## src/rtl/assert_macros.svh

```systemverilog
// assertion macros shared by the rtl
`ifndef ASSERT_MACROS_SVH
`define ASSERT_MACROS_SVH

`ifndef SYNTHESIS
`define ASSERT_IMPL(label, ante, cons, msg) \
    label: assert property (@(posedge clk) disable iff (!rst_n) (ante) |-> (cons)) \
        else $error(msg);
`define ASSERT_NEXT(label, ante, cons, msg) \
    label: assert property (@(posedge clk) disable iff (!rst_n) (ante) |=> (cons)) \
        else $error(msg);
`else
`define ASSERT_IMPL(label, ante, cons, msg)
`define ASSERT_NEXT(label, ante, cons, msg)
`endif

`endif

```

## src/rtl/ugsp_pkg.sv

```systemverilog
// types, constants and helper functions of the grid separation push unit
package ugsp_pkg;

    localparam int GRID_SIDE      = 32;
    localparam int SLOTS_PER_CELL = 8;
    localparam int NCELLS         = GRID_SIDE * GRID_SIDE;
    localparam int NSLOTS         = NCELLS * SLOTS_PER_CELL;
    localparam int CELL_W         = $clog2(GRID_SIDE);
    localparam int COORD_W        = CELL_W + 2;
    localparam int CIDX_W         = $clog2(NCELLS);
    localparam int SADDR_W        = $clog2(NSLOTS);
    localparam int FILL_W         = $clog2(SLOTS_PER_CELL + 1);
    localparam int MAX_NBR        = 9 * SLOTS_PER_CELL;
    localparam int QDEPTH         = 2;

    localparam int POS_W   = 24;
    localparam int ID_W    = 16;
    localparam int PUSH_W  = 18;
    localparam int CNT_W   = 7;
    localparam int SHIFT_W = 4;
    localparam int CMD_W   = 2;

    localparam int RADIUS_Q8   = 896;
    localparam int RADIUS_Q16  = 229376;
    localparam int RADIUS2_Q16 = 802816;
    localparam int MIN2_Q16    = 163;

    localparam int D_W        = 11;
    localparam int ABS_W      = 10;
    localparam int D2_W       = 2 * D_W;
    localparam int SQ_W       = 36;
    localparam int SQRT_STEPS = SQ_W / 2;
    localparam int SQK_W      = $clog2(SQRT_STEPS);
    localparam int LQ_W       = 18;
    localparam int MULT_W     = 3;
    localparam int GAP_W      = LQ_W + MULT_W;
    localparam int DEN_W      = 28;
    localparam int REM_W      = 40;
    localparam int QUO_W      = 12;
    localparam int QK_W       = $clog2(QUO_W);
    localparam int ACC_W      = 20;

    typedef enum logic [CMD_W-1:0] {
        CMD_CLEAR  = 2'd0,
        CMD_INSERT = 2'd1,
        CMD_QUERY  = 2'd2,
        CMD_NONE   = 2'd3
    } cmd_t;

    typedef struct packed {
        cmd_t                       op;
        logic [ID_W-1:0]            agent_id;
        logic signed [POS_W-1:0]    pos_x;
        logic signed [POS_W-1:0]    pos_z;
        logic                       officer;
        logic signed [COORD_W-1:0]  cx;
        logic signed [COORD_W-1:0]  cz;
    } item_t;

    typedef struct packed {
        logic full;
        logic sweeping;
    } ctrl_t;

    typedef struct packed {
        logic [ID_W-1:0]  agent_id;
        logic [POS_W-1:0] pos_x;
        logic [POS_W-1:0] pos_z;
        logic             officer;
    } slot_t;

    function automatic logic signed [COORD_W-1:0] cell_coord(
        input logic signed [POS_W-1:0] pos,
        input logic signed [POS_W-1:0] org,
        input logic [SHIFT_W-1:0]      sh
    );
        logic [POS_W:0]       off;
        logic [POS_W:0]       mag;
        logic [POS_W:0]       shd;
        logic [SHIFT_W:0]     amt;
        logic [COORD_W-1:0]   m;
        off = {pos[POS_W-1], pos} - {org[POS_W-1], org};
        mag = off[POS_W] ? (~off + 1'b1) : off;
        amt = {1'b0, sh} + (SHIFT_W+1)'(8);
        shd = mag >> amt;
        if (shd > (POS_W+1)'(GRID_SIDE / 2 + 2))
            m = COORD_W'(GRID_SIDE / 2 + 2);
        else
            m = shd[COORD_W-1:0];
        return off[POS_W] ? COORD_W'(GRID_SIDE / 2) - m : COORD_W'(GRID_SIDE / 2) + m;
    endfunction

    function automatic logic in_grid(input logic signed [COORD_W-1:0] c);
        return !c[COORD_W-1] && (c < COORD_W'(GRID_SIDE));
    endfunction

    function automatic logic [CIDX_W-1:0] cell_index(
        input logic signed [COORD_W-1:0] cx,
        input logic signed [COORD_W-1:0] cz
    );
        logic [CIDX_W-1:0] a;
        logic [CIDX_W-1:0] b;
        a = CIDX_W'(cx[CELL_W-1:0]);
        b = CIDX_W'(cz[CELL_W-1:0]);
        return a * CIDX_W'(GRID_SIDE) + b;
    endfunction

    function automatic logic [SADDR_W-1:0] slot_addr(
        input logic [CIDX_W-1:0] c,
        input logic [FILL_W-1:0] j
    );
        return SADDR_W'(c) * SADDR_W'(SLOTS_PER_CELL) + SADDR_W'(j);
    endfunction

endpackage

```

## src/rtl/ugsp_queue.sv

```systemverilog
// short request queue between front and back end
module ugsp_queue (
    input  logic            clk,
    input  logic            rst_n,
    input  logic            push,
    input  ugsp_pkg::item_t push_item,
    input  logic            pop,
    output logic            full,
    output logic            not_empty,
    output ugsp_pkg::item_t head
);
    import ugsp_pkg::*;

    localparam int QPTR_W = (QDEPTH > 1) ? $clog2(QDEPTH) : 1;
    localparam int QCNT_W = $clog2(QDEPTH + 1);

    item_t             entry_reg [QDEPTH];
    logic [QPTR_W-1:0] wr_ptr_reg;
    logic [QPTR_W-1:0] rd_ptr_reg;
    logic [QCNT_W-1:0] count_reg;

    assign full      = (count_reg == QCNT_W'(QDEPTH));
    assign not_empty = (count_reg != '0);
    assign head      = entry_reg[rd_ptr_reg];

    always_ff @(posedge clk)
    begin
        if (push)
            entry_reg[wr_ptr_reg] <= push_item;
    end

    always_ff @(posedge clk or negedge rst_n)
    begin
        if (!rst_n)
        begin
            wr_ptr_reg <= '0;
            rd_ptr_reg <= '0;
            count_reg  <= '0;
        end
        else
        begin
            if (push)
                wr_ptr_reg <= (wr_ptr_reg == QPTR_W'(QDEPTH - 1)) ? '0 : wr_ptr_reg + 1'b1;
            if (pop)
                rd_ptr_reg <= (rd_ptr_reg == QPTR_W'(QDEPTH - 1)) ? '0 : rd_ptr_reg + 1'b1;
            if (push && !pop)
                count_reg <= count_reg + 1'b1;
            else if (pop && !push)
                count_reg <= count_reg - 1'b1;
        end
    end

endmodule

```

## config.mk

```make
export PLATFORM = sky130hd
export DESIGN_NAME = ugsp_queue
export DESIGN_NICKNAME = d
export VERILOG_FILES = /design/src/rtl/assert_macros.svh /design/src/rtl/ugsp_pkg.sv /design/src/rtl/ugsp_queue.sv
export SDC_FILE = /design/constraint.sdc
export NUM_CORES = 1
export LEC_CHECK = 0
export ABC_CLOCK_PERIOD_IN_PS = 7000
export BUFFER_PORTS_ARGS = -buffer_cell sky130_fd_sc_hd__buf_2
export CORE_ASPECT_RATIO = 1.25
export CORE_MARGIN = 1
export CORE_UTILIZATION = 50
export CTS_CLUSTER_DIAMETER = 80
export DETAILED_ROUTE_END_ITERATION = 7
export HOLD_SLACK_MARGIN = 0.06
export PLACE_DENSITY = 0.78
export SYNTH_ARGS = -nofsm -noshare
export SYNTH_HDL_FRONTEND = slang
export SYNTH_SLANG_ARGS = --single-unit
```

## constraint.sdc

```tcl
create_clock -name clk -period 7 [get_ports clk]
set_input_delay 1.05 -clock clk [delete_from_list [all_inputs] [get_ports clk]]
set_output_delay 1.05 -clock clk [all_outputs]
set_load 0.05 [all_outputs]
```

== Word-level counts from Yosys, hierarchy flattened ==
Memory sizes are Yosys's and may differ from the RTL's.
Index checks and enable logic that the tools add are counted.
Cells by class
  add/sub/neg operators: 4
  multipliers: 0
  div/mod/pow operators: 0
  magnitude comparators: 0
  equal/unequal tests: 1
  shift operators: 0
  muxes and demuxes: 6
  bitwise gates (word level): 0
  reduce and logical (&&, ||, !) cells: 6
Operators by type and width (number)
  two-way mux 1 bit: 4
  two-way mux 2 bit: 2
  nonzero test 2 bit: 2
  adder 1 bit (second input constant): 2
  adder 2 x 1 -> 2 bit (second input constant): 1
  equality test 2 bit (second input constant): 1
  logical AND 1 bit: 2
  zero test 1 bit: 2
  subtractor 2 x 1 -> 2 bit (second input constant): 1
Storage, ports and cells
  register bits: 4
  latch bits: 0
  RAM bits: 162
  bits in read-only memories: 0
  word-level logic and storage cells: 21
  memories kept: 1
Memory list
  entry_reg: depth 2, width 81, read ports 1, clocked after Yosys merged registers in 0, wr ports 1, RTL line ugsp_queue.sv:17  | item_t entry_reg [QDEPTH];

== Longest topological paths before layout ==
  depth after elaboration: 4
  depth in mapped cells: 5
  depth with buffers taken out: 5

== Least setup slack after synthesis ==
No wires, ideal clock.
  kind: input -> register
  start point: in push
  end point: mem entry_reg[0][0] in the netlist's numbering, enable pin
  library setup time: 0.531 ns
  arrival: 4.591 ns
  data required time: 6.469 ns
  setup slack: 1.879 ns
  stages on the path: 1
  path through: nor2b_1
Between the ends
  word-level cells in the longest chain between the ends: 2
Ends and longest elaborated chain
  start: declaration: RTL line ugsp_queue.sv:5  | input logic push,
  two-way mux 1 bit: RTL line ugsp_queue.sv:28  | if (push)
  two-way mux 1 bit (not written as such): RTL line ugsp_queue.sv:29  | entry_reg[wr_ptr_reg] <= push_item;
  end: declaration: RTL line ugsp_queue.sv:17
Every way passes these cells.

==> out/qor.yml <==
run_status:
  outcome: "complete, no violations"
cells_and_area:
  drive_gt1_share_pct: 62.0
  largest_register_ffs: 162
  syn2layout_area_growth_pct: 22.9
  nNetsFinal: 533
  fin_area_mm2: 0.00791
  nFillCells: 843
pwr:
  power.density_mw_per_mm2: 492
  p_leak_nw: 3.23
  peakVddDrop_uv: 296
hold_path:
  hp-class: "primary input to asynchronous set/reset pin"
synth:
  yosys-top-cells-count: "162 x edfxtp_1, 79 x mux2_4, 8 x buf_12"
  syn_area_mm2: 0.00643
  synth_cell_types: 14
  ys.flop_type: "edfxtp_1"
  synth_top_area_share_pct: 75.6
  yosys_warnings: 0
  synth_edf_count: 162
  ys_ff_latch: 166
  yosys.area.top_type: "edfxtp_1"
  synth.most_common_cell: "edfxtp_1"
  syn_nets: 354
  avgSynthCellArea_um2: 24.0
  syn_inst: 268
  ys_seq_area_share_pct: 77.2
  yosys-top-cells-area: "edfxtp_1 76%, mux2_4 18%, buf_12 2.5%, dfrtp_1 1.6%, xor2_1 0.54%"
  synthArstFlopShare_pct: 2.41
timing:
  timing.final.crit_share_pct: 54.6
  clock_skew_ns: 0.00880
  final.setup.tns_ns: 0
  finalHoldViolations: 0
  min_period_ns: 3.82
  layout_setup_ws_ns: 3.18
  rsz0062_at_grt: "no"
  setup_viol: 0
  worst_pin_slew_ns: 1.13
  finalMaxSlewViolations: 0
  worst_slew_margin_rel_pct: 24.3
  max_freq_mhz: 262
placed_design:
  post-place-ws_ns: 3.61
  port_buffers: 167
  hpwlAfterDp_mm: 6.86
  place_area_mm2: 0.00733
  gp_congestion: 0.715
floorplanning:
  core_area_mm2: 0.0123
  die-area_mm2: 0.0133
  initial_core_util_pct: 52.2
  die_y_um: 129
  pin_count: 168
  die_w_um: 103
  rows: 45
drt:
  detail-route-antenna-nets: 0
  drtIter0Drc: 91
  vias_per_cell: 4.88
  drc: 0
  routed_wl_mm: 10.8
  drtPass1Iterations: 4
  vias: 3047
  wire_per_inst_um: 17.2
setup_path:
  end_kind: "output pin"
  reg2reg_to: "entry_reg[0][43]"
  arrival_ns: 2.77
  rr_worst_depth: 2
  worst_setup_path_start_kind: "register"
  path_class: "register to output pin"
  reg2reg_from: "wr_ptr_reg"
  cp_max_fo: 47
  worstPathRequired_ns: 5.95
  r2r_slack_ns: 4.61
cts:
  cts_root_buf: "clkbuf_16"
  cts_sinks: 166
  cts_buffers: 17
  clock_latency_ns: 0.41
  clk_pin_slew_ns: 0.06
  cts-resized-gates: 0
  post_cts_buffers: 0
  clockBufferDepth: 2
  cts_hold_buf: 0
  cts_tree: "done"
  h-tree-depth: 4
global_route:
  overflow: 0
  grt_pass1_vias: 3094
  grt_usage_pct: 16.4
  grt_max_degree: 82
  antenna_found_initial: 3
  grt_pass1_wl_mm: 15.6
flow_run:
  maxCapViolCount: 0
==> cell usage in the layout (no fill, tap or decap), types with 2 or more instances in the layout <==
cell type / netlist / final
buf_2: 0 / 167
buf_4: 0 / 2
bufinv_16: 0 / 2
clkbuf_16: 0 / 17
clkinv_2: 0 / 5
dfrtp_1: 4 / 3
edfxtp_1: 162 / 162
inv_6: 0 / 6
mux2_2: 2 / 2
mux2_4: 79 / 79
xor2_1: 4 / 4
==> worst max-delay path by stage <==
stage / startpoint / end / slack [ns] / cells past startpoint
after global placement: rd_ptr_reg / head[60] / 3.63 / 3
after CTS: rd_ptr_reg / head[61] / 3.14 / 3
final: rd_ptr_reg / head[60] / 3.18 / 3
after detailed placement: rd_ptr_reg / head[60] / 3.61 / 3
after global routing: rd_ptr_reg / head[60] / 3.07 / 3
after floorplan: push / entry_reg[0][0] / 1.88 / 1
==> per-stage QoR <==
stage	utilization, %	total power [mW]	hold slack [ns]	cells
5_1_grt	64.1	4.03	0.419	625
3_3_place_gp	59.5	3.00	0.463	592
6_report	64.1	3.89	0.429	625
2_1_floorplan	-	2.83	0.447	268
3_5_place_dp	59.5	3.02	0.474	592
4_1_cts	64.1	3.93	0.415	624
==> metal layers <==
| layer | routed length [um] | vias up | track usage, % | part of all wire [%] |
|---|---|---|---|---|
| li1 | - | 1425 | - | - |
| met1 | 4250 | 1482 | 18.8 | 39 |
| met2 | 5590 | 112 | 27.5 | 52 |
| met3 | 631 | 24 | 5.27 | 5.9 |
| met4 | 269 | 4 | 8.20 | 2.5 |
| met5 | 34 | - | 0 | 0.32 |
==> final cells by class <==
type / count / area, um2 / area share [%]
diodes: 1 / 2.50 / 0.0316
clock buffers: 17 / 425 / 5.38
repair buffers: 169 / 851 / 10.8
well taps: 164 / 205 / 2.59
multi-input cells: 92 / 1300 / 16.5
clock inverters: 15 / 149 / 1.88
inverters: 1 / 3.75 / 0.0475
flip-flops and latches: 166 / 4970 / 62.8
==> report_power, final <==
part           switching, mW  internal (mW)
sequential             0.126           1.32
combinational           1.03          0.507
clock                  0.375          0.527
==> worst max-delay path, stage by stage, from the launching register on <==
cell and delay, ns:
dfrtp_4 0.99, buf_4 0.68, mux2_2 0.40, buf_2 0.21
==> cell families after synthesis <==
family                   count (synthesis)  synth area share [%]
buffers and inverters                   10                  2.72
adder cells (fa/ha/maj)                  1                 0.194
flip-flops                             166                  77.2
AND/OR/NAND/NOR                          5                 0.447
multiplexers                            81                  18.8
XOR/XNOR                                 5                 0.681
Power figures use the tool's default switching activity.
