`config.mk`:
```
export PLATFORM = sky130hd
export DESIGN_NAME = ugsp_front
export DESIGN_NICKNAME = d
export VERILOG_FILES = /design/src/rtl/assert_macros.svh /design/src/rtl/ugsp_pkg.sv /design/src/rtl/ugsp_front.sv
export SDC_FILE = /design/constraint.sdc
export NUM_CORES = 1
export LEC_CHECK = 0
export BUFFER_PORTS_ARGS = -buffer_cell sky130_fd_sc_hd__buf_4
export CORE_MARGIN = 3
export CORE_UTILIZATION = 35
export DETAILED_ROUTE_END_ITERATION = 8
export PLACE_DENSITY = 0.61
export SETUP_SLACK_MARGIN = 0.5
export SYNTH_ARGS = -nofsm -noshare
export SYNTH_HDL_FRONTEND = slang
export SYNTH_SLANG_ARGS = --single-unit
```
`constraint.sdc`:
```
create_clock -name clk -period 6.2 [get_ports clk]
set_clock_uncertainty 0.15 [all_clocks]
set_input_delay 0.31 -clock clk [delete_from_list [all_inputs] [get_ports clk]]
set_output_delay 0.31 -clock clk [all_outputs]
set_load 0.005 [all_outputs]
```
`src/rtl/assert_macros.svh`:
```
// assertion macros shared by the rtl
`ifndef ASSERT_MACROS_SVH
`define ASSERT_MACROS_SVH

`ifndef SYNTHESIS
`define ASSERT_IMPL(label, ante, cons, msg) \
    label: assert property (@(posedge clk) disable iff (!rst_n) (ante) |-> (cons)) \
        else $error(msg);
`define ASSERT_NEXT(label, ante, cons, msg) \
    label: assert property (@(posedge clk) disable iff (!rst_n) (ante) |=> (cons)) \
        else $error(msg);
`else
`define ASSERT_IMPL(label, ante, cons, msg)
`define ASSERT_NEXT(label, ante, cons, msg)
`endif

`endif

```
`src/rtl/ugsp_pkg.sv`:
```
// types, constants and helper functions of the grid separation push unit
package ugsp_pkg;

    localparam int GRID_SIDE      = 32;
    localparam int SLOTS_PER_CELL = 8;
    localparam int NCELLS         = GRID_SIDE * GRID_SIDE;
    localparam int NSLOTS         = NCELLS * SLOTS_PER_CELL;
    localparam int CELL_W         = $clog2(GRID_SIDE);
    localparam int COORD_W        = CELL_W + 2;
    localparam int CIDX_W         = $clog2(NCELLS);
    localparam int SADDR_W        = $clog2(NSLOTS);
    localparam int FILL_W         = $clog2(SLOTS_PER_CELL + 1);
    localparam int MAX_NBR        = 9 * SLOTS_PER_CELL;
    localparam int QDEPTH         = 2;

    localparam int POS_W   = 24;
    localparam int ID_W    = 16;
    localparam int PUSH_W  = 18;
    localparam int CNT_W   = 7;
    localparam int SHIFT_W = 4;
    localparam int CMD_W   = 2;

    localparam int RADIUS_Q8   = 896;
    localparam int RADIUS_Q16  = 229376;
    localparam int RADIUS2_Q16 = 802816;
    localparam int MIN2_Q16    = 163;

    localparam int D_W        = 11;
    localparam int ABS_W      = 10;
    localparam int D2_W       = 2 * D_W;
    localparam int SQ_W       = 36;
    localparam int SQRT_STEPS = SQ_W / 2;
    localparam int SQK_W      = $clog2(SQRT_STEPS);
    localparam int LQ_W       = 18;
    localparam int MULT_W     = 3;
    localparam int GAP_W      = LQ_W + MULT_W;
    localparam int DEN_W      = 28;
    localparam int REM_W      = 40;
    localparam int QUO_W      = 12;
    localparam int QK_W       = $clog2(QUO_W);
    localparam int ACC_W      = 20;

    typedef enum logic [CMD_W-1:0] {
        CMD_CLEAR  = 2'd0,
        CMD_INSERT = 2'd1,
        CMD_QUERY  = 2'd2,
        CMD_NONE   = 2'd3
    } cmd_t;

    typedef struct packed {
        cmd_t                       op;
        logic [ID_W-1:0]            agent_id;
        logic signed [POS_W-1:0]    pos_x;
        logic signed [POS_W-1:0]    pos_z;
        logic                       officer;
        logic signed [COORD_W-1:0]  cx;
        logic signed [COORD_W-1:0]  cz;
    } item_t;

    typedef struct packed {
        logic full;
        logic sweeping;
    } ctrl_t;

    typedef struct packed {
        logic [ID_W-1:0]  agent_id;
        logic [POS_W-1:0] pos_x;
        logic [POS_W-1:0] pos_z;
        logic             officer;
    } slot_t;

    function automatic logic signed [COORD_W-1:0] cell_coord(
        input logic signed [POS_W-1:0] pos,
        input logic signed [POS_W-1:0] org,
        input logic [SHIFT_W-1:0]      sh
    );
        logic [POS_W:0]       off;
        logic [POS_W:0]       mag;
        logic [POS_W:0]       shd;
        logic [SHIFT_W:0]     amt;
        logic [COORD_W-1:0]   m;
        off = {pos[POS_W-1], pos} - {org[POS_W-1], org};
        mag = off[POS_W] ? (~off + 1'b1) : off;
        amt = {1'b0, sh} + (SHIFT_W+1)'(8);
        shd = mag >> amt;
        if (shd > (POS_W+1)'(GRID_SIDE / 2 + 2))
            m = COORD_W'(GRID_SIDE / 2 + 2);
        else
            m = shd[COORD_W-1:0];
        return off[POS_W] ? COORD_W'(GRID_SIDE / 2) - m : COORD_W'(GRID_SIDE / 2) + m;
    endfunction

    function automatic logic in_grid(input logic signed [COORD_W-1:0] c);
        return !c[COORD_W-1] && (c < COORD_W'(GRID_SIDE));
    endfunction

    function automatic logic [CIDX_W-1:0] cell_index(
        input logic signed [COORD_W-1:0] cx,
        input logic signed [COORD_W-1:0] cz
    );
        logic [CIDX_W-1:0] a;
        logic [CIDX_W-1:0] b;
        a = CIDX_W'(cx[CELL_W-1:0]);
        b = CIDX_W'(cz[CELL_W-1:0]);
        return a * CIDX_W'(GRID_SIDE) + b;
    endfunction

    function automatic logic [SADDR_W-1:0] slot_addr(
        input logic [CIDX_W-1:0] c,
        input logic [FILL_W-1:0] j
    );
        return SADDR_W'(c) * SADDR_W'(SLOTS_PER_CELL) + SADDR_W'(j);
    endfunction

endpackage

```
`src/rtl/ugsp_front.sv`:
```
// front end: takes requests, keeps the origin and works out cell coordinates
module ugsp_front (
    input  logic                                clk,
    input  logic                                rst_n,
    input  logic                                in_valid,
    output logic                                in_stall,
    input  logic [ugsp_pkg::CMD_W-1:0]          cmd,
    input  logic [ugsp_pkg::ID_W-1:0]           agent_id,
    input  logic signed [ugsp_pkg::POS_W-1:0]   pos_x,
    input  logic signed [ugsp_pkg::POS_W-1:0]   pos_z,
    input  logic                                is_officer,
    input  logic [ugsp_pkg::SHIFT_W-1:0]        cell_shift,
    input  ugsp_pkg::ctrl_t                     ctrl,
    output logic                                push,
    output ugsp_pkg::item_t                     push_item
);
    import ugsp_pkg::*;

    logic signed [POS_W-1:0] origin_x_reg;
    logic signed [POS_W-1:0] origin_z_reg;
    logic                    accept;

    assign in_stall = ctrl.full || ctrl.sweeping;
    assign accept   = in_valid && !in_stall;
    assign push     = accept && (cmd_t'(cmd) != CMD_NONE);

    always_comb
    begin
        push_item.op       = cmd_t'(cmd);
        push_item.agent_id = agent_id;
        push_item.pos_x    = pos_x;
        push_item.pos_z    = pos_z;
        push_item.officer  = is_officer;
        push_item.cx       = cell_coord(pos_x, origin_x_reg, cell_shift);
        push_item.cz       = cell_coord(pos_z, origin_z_reg, cell_shift);
    end

    always_ff @(posedge clk or negedge rst_n)
    begin
        if (!rst_n)
        begin
            origin_x_reg <= '0;
            origin_z_reg <= '0;
        end
        else if (accept && cmd_t'(cmd) == CMD_CLEAR)
        begin
            origin_x_reg <= pos_x;
            origin_z_reg <= pos_z;
        end
    end

endmodule

```
# ---- Yosys cells after proc, flatten, opt, wreduce, memory -nomap -nowiden
# Cells that the tools add are included.
dict set report word_totals {
  ff_bits 48
  in_bits 76
  out_inout_bits 83
  word_cells 30
}
dict set report op_classes {
  add_sub_neg 9
  n_lt_le_gt_ge 2
  n_eq_ne 1
  shifts 2
  muxes 6
  bitwise_logic 2
  n_reduce_logical 6
}
# cell n
set op_table {}
lappend op_table {{$add 25x1->25 const B} 2}
lappend op_table {{$gt 25x5->1 const B} 2}
lappend op_table {{$mux 25} 2}
lappend op_table {{$not 25->25} 2}
lappend op_table {{$shr 25x5->25} 2}
lappend op_table {{$sub 24x24->25} 2}
lappend op_table {{$mux 7} 4}
lappend op_table {{$add 5x7->7 const A} 2}
lappend op_table {{$sub 5x7->7 const A} 2}
lappend op_table {{$add 4x4->5 const B} 1}
lappend op_table {{$logic_and 1x1->1} 3}
lappend op_table {{$logic_not 2->1} 1}
lappend op_table {{$ne 2x2->1 const B} 1}
lappend op_table {{$logic_not 1->1} 1}
lappend op_table {{$logic_or 1x1->1} 1}

# ---- Longest topological paths before layout
dict set report logic_depth {
  ltp_word 9
  ltp_mapped 23
  mapped_depth_nobuf 21
}

# ---- Worst setup path before layout
# Ideal clock, no wire load.
dict set report synth_path {
  kind {register to output}
  startpoint {register origin_x_reg[0]}
  endpoint {output port push_item[9] in the netlist's numbering}
  arrival_time_ns 5.035
  required_time_ns 5.740
  slack_ns 0.705
  path_stages_with_launch 22
  path_cell_list {dfrtp_1 > ha_1 > fa_1 > nand2b_1 > a21boi_1 > o311ai_4 > and3_1 > xnor2_1 > or4_1 > buf_2 > or4_1 > a211oi_1 > a2111oi_0 > a31o_2 > nor4_1 > a31o_2 > nand2_2 > o21bai_1 > or2_1 > ha_1 > nand2b_1 > xnor2_1}
}
# item line_no
set synth_lines {}
lappend synth_lines {{start: declaration} ugsp_front.sv:19} ;# logic signed [POS_W-1:0] origin_x_reg;
lappend synth_lines {{start signal: assignment} ugsp_front.sv:47} ;# origin_x_reg <= pos_x;
lappend synth_lines {{end: declaration} ugsp_front.sv:15} ;# output ugsp_pkg::item_t push_item

==> impl_metrics.ini <==
[cells_and_area]
post-route-util = 0.459
layout-drive-gt1-share = 0.353
finalInstanceArea_um2 = 12400
areaGrowthSynthToFinish_pct = 28.3
nets = 1543
antenna_cells = 0
stdcell_count = 1750
fillers = 2713

[placement]
dp.cells = 1667
hpwlAfterDp_um = 21600
gp_congestion = 0.908
placed_area_um2 = 10500
portBuffers = 124

[floorplan]
die_width_um = 172
initial_utilization = 0.358
core_um2 = 27000
dieArea_um2 = 29700
num_io_pins = 159
die_h_um = 172
num_rows = 60

[synth]
synth_area_leaders = dfrtp_1 (12%), ha_1 (7.2%), mux2_2 (5.2%)
synth_top_area_cell = dfrtp_1
avgSynthCellArea_um2 = 7.38
synthArstFlopShare = 1.00
synth_top_area_share = 0.124
syn_area_um2 = 9670
yosys_warnings = 0
synth_cell_type_count = 103
synth_edf_count = 0
yosysSeqAreaShare = 0.124
synth-seq-cells = 48
syn_inst = 1311
netlist_top_cells_count = nand2_1 (107), nor2_1 (86), a21oi_1 (80)
ys.flop_type = dfrtp_1
synth.most_common_cell = nand2_1

[critical_path]
crit_buf_inv = 8
timing.rr.end = origin_z_reg[1]
crit_slowest_cell = a221oi_2
endpoint = push_item[11]
crit_start = origin_x_reg[2]
reg2reg_from = origin_z_reg[1]
cp_num_cells = 27
slowest_delay_ns = 0.39
cp-end-kind = output port
path_delay_family = compound AO/OA/AOI/OAI gates
reg2reg_slack_ns = 5.22
reg2reg_depth = 3
path_common_cell = buf_4
crit_type = register to output port
arrival_ns = 5.33
crit_fanout = 6
start_kind = register
required_ns = 5.74

[sta]
relSlewSlack = 0.205
layout_min_cycle_time_ns = 5.79
tightest_slew_ns = 1.19
slew_viol_final = 0
fmax_ghz = 0.173
hold_violations = 0
fin_setup_tns_ns = 0
rsz0062_at_grt = true
setup_violations = 0
post-route-period-util = 0.934

[run]
cap_violations = 0

[power]
netSwitchingFraction = 0.512
pwr-share-clk = 0.070
total_power_mw = 4.06
peakVddDrop_mv = 0.129
p_per_area_nw_per_um2 = 327
p_int_mw = 1.98
p_leak_nw = 5.11
p_comb_frac = 0.827
sequentialPowerShare = 0.103
netSwitchingPower_mw = 2.08

[global_routing]
antenna_found_initial = 0
grt_pass1_wl_um = 48000
grt_start_max_net_pins = 73
grt_pass1_vias = 9519
gr-total-overflow = 0
grtUsageTotal = 0.192

[clock_tree]
cts_tree = built
ctsHtreeMaxLevel = 2
clk_latency_ns = 0.30
root_buffer = clkbuf_16
cts_buffers = 5
cts.sinks = 48
clockBufferDepth = 2
clkSlewWorstSetupHoldPaths_ns = 0.08

[drt]
drc = 0
dr.pass1.iters = 7
ant_nets = 0
vias_per_cell = 6.06
drt_iter0_markers = 805
wirelength_um = 30400
wl_per_cell_um = 17.4
vias = 10600

[outcome]
outcome = finished, final reports clean

[hold_path]
hold_class = input pin to register
## cell usage in the layout (no fill, tap or decap), drive strengths merged, types with 40 or more instances in the layout
cell / synthesis / routed
nand2: 109 / 109
dfrtp: 48 / 48
ha: 56 / 56
nor3: 40 / 40
inv: 68 / 68
a21oi: 88 / 88
nand3: 44 / 44
buf: 89 / 236
o21ai: 65 / 65
nor2: 87 / 87
mux2: 45 / 45
## what timing repair did
item | 4_1_cts | 5_1_grt
endpoints found under the hold margin | 48 | 0
hold buffers | 1 | 0
endpoints found under the setup margin | 14 | 14
gates cloned | 1 | 0
pin swaps | 53 | 69
resized for setup | 110 | 139
setup buffers | 45 | 29
## layer usage
| layer | wire length (um) | share of wire | track usage |
|---|---|---|---|
| met2 | 13900 | 0.46 | 0.302 |
| met3 | 1620 | 0.053 | 0.0181 |
| met1 | 14500 | 0.48 | 0.284 |
| met5 | 0 | 0 | 0 |
| met4 | 343 | 0.011 | 0.0437 |
## metrics by stage
stage / hold slack [ns] / setup slack [ns]
floorplan: -0.136 / 0.705
global placement: 0.249 / 0.225
detailed placement: 0.256 / 0.127
CTS: 0.0964 / 0.451
global route: 0.106 / 0.200
finish: 0.0966 / 0.407
## logic make-up (layout without fill, tap and decap cells)
kind of cell / Yosys count / count (layout) / share of synthesized area
DFF: 48 / 48 / 0.124
AOI/OAI and AO/OA: 445 / 445 / 0.342
buffers and inverters: 219 / 312 / 0.115
adders and majority gates: 58 / 58 / 0.0766
xor gates and xnor gates: 31 / 31 / 0.0281
and+or+nand+nor: 443 / 444 / 0.239
muxes: 65 / 65 / 0.0744
other: 2 / 6 / 0.000777
## worst min path at each step
stage                     startpoint               end  slack, ns  depth (start not counted)
after floorplan                rst_n   origin_x_reg[0]      -0.14                          0
after global placement         rst_n  origin_z_reg[23]       0.25                          1
after detailed placement       rst_n  origin_z_reg[23]       0.26                          1
after CTS                  pos_x[16]  origin_x_reg[16]        0.1                          2
after global routing       pos_z[12]  origin_z_reg[12]       0.11                          2
final                      pos_x[16]  origin_x_reg[16]        0.1                          2
## cell type report
cell class	count	area (um^2)	share of cell area
Clock buffer	6	129	0.0104
Clock inverter	1	5.00	0.000403
Inverter	68	255	0.0206
Multi-Input combinational cell	1049	8580	0.692
Sequential cell	48	1200	0.0968
Tap cell	341	427	0.0344
Timing Repair Buffer	237	1810	0.146
## power by group through the flow
stage / Clock [mW] / Sequential, mW / Combinational (mW)
6_report: 0.283 / 0.419 / 3.36
5_1_grt: 0.303 / 0.429 / 3.66
4_1_cts: 0.292 / 0.418 / 2.93
3_5_place_dp: 0 / 0.425 / 2.63
3_3_place_gp: 0 / 0.421 / 2.61
2_1_floorplan: 0 / 0.416 / 1.97
Power figures use the tool's default switching activity.
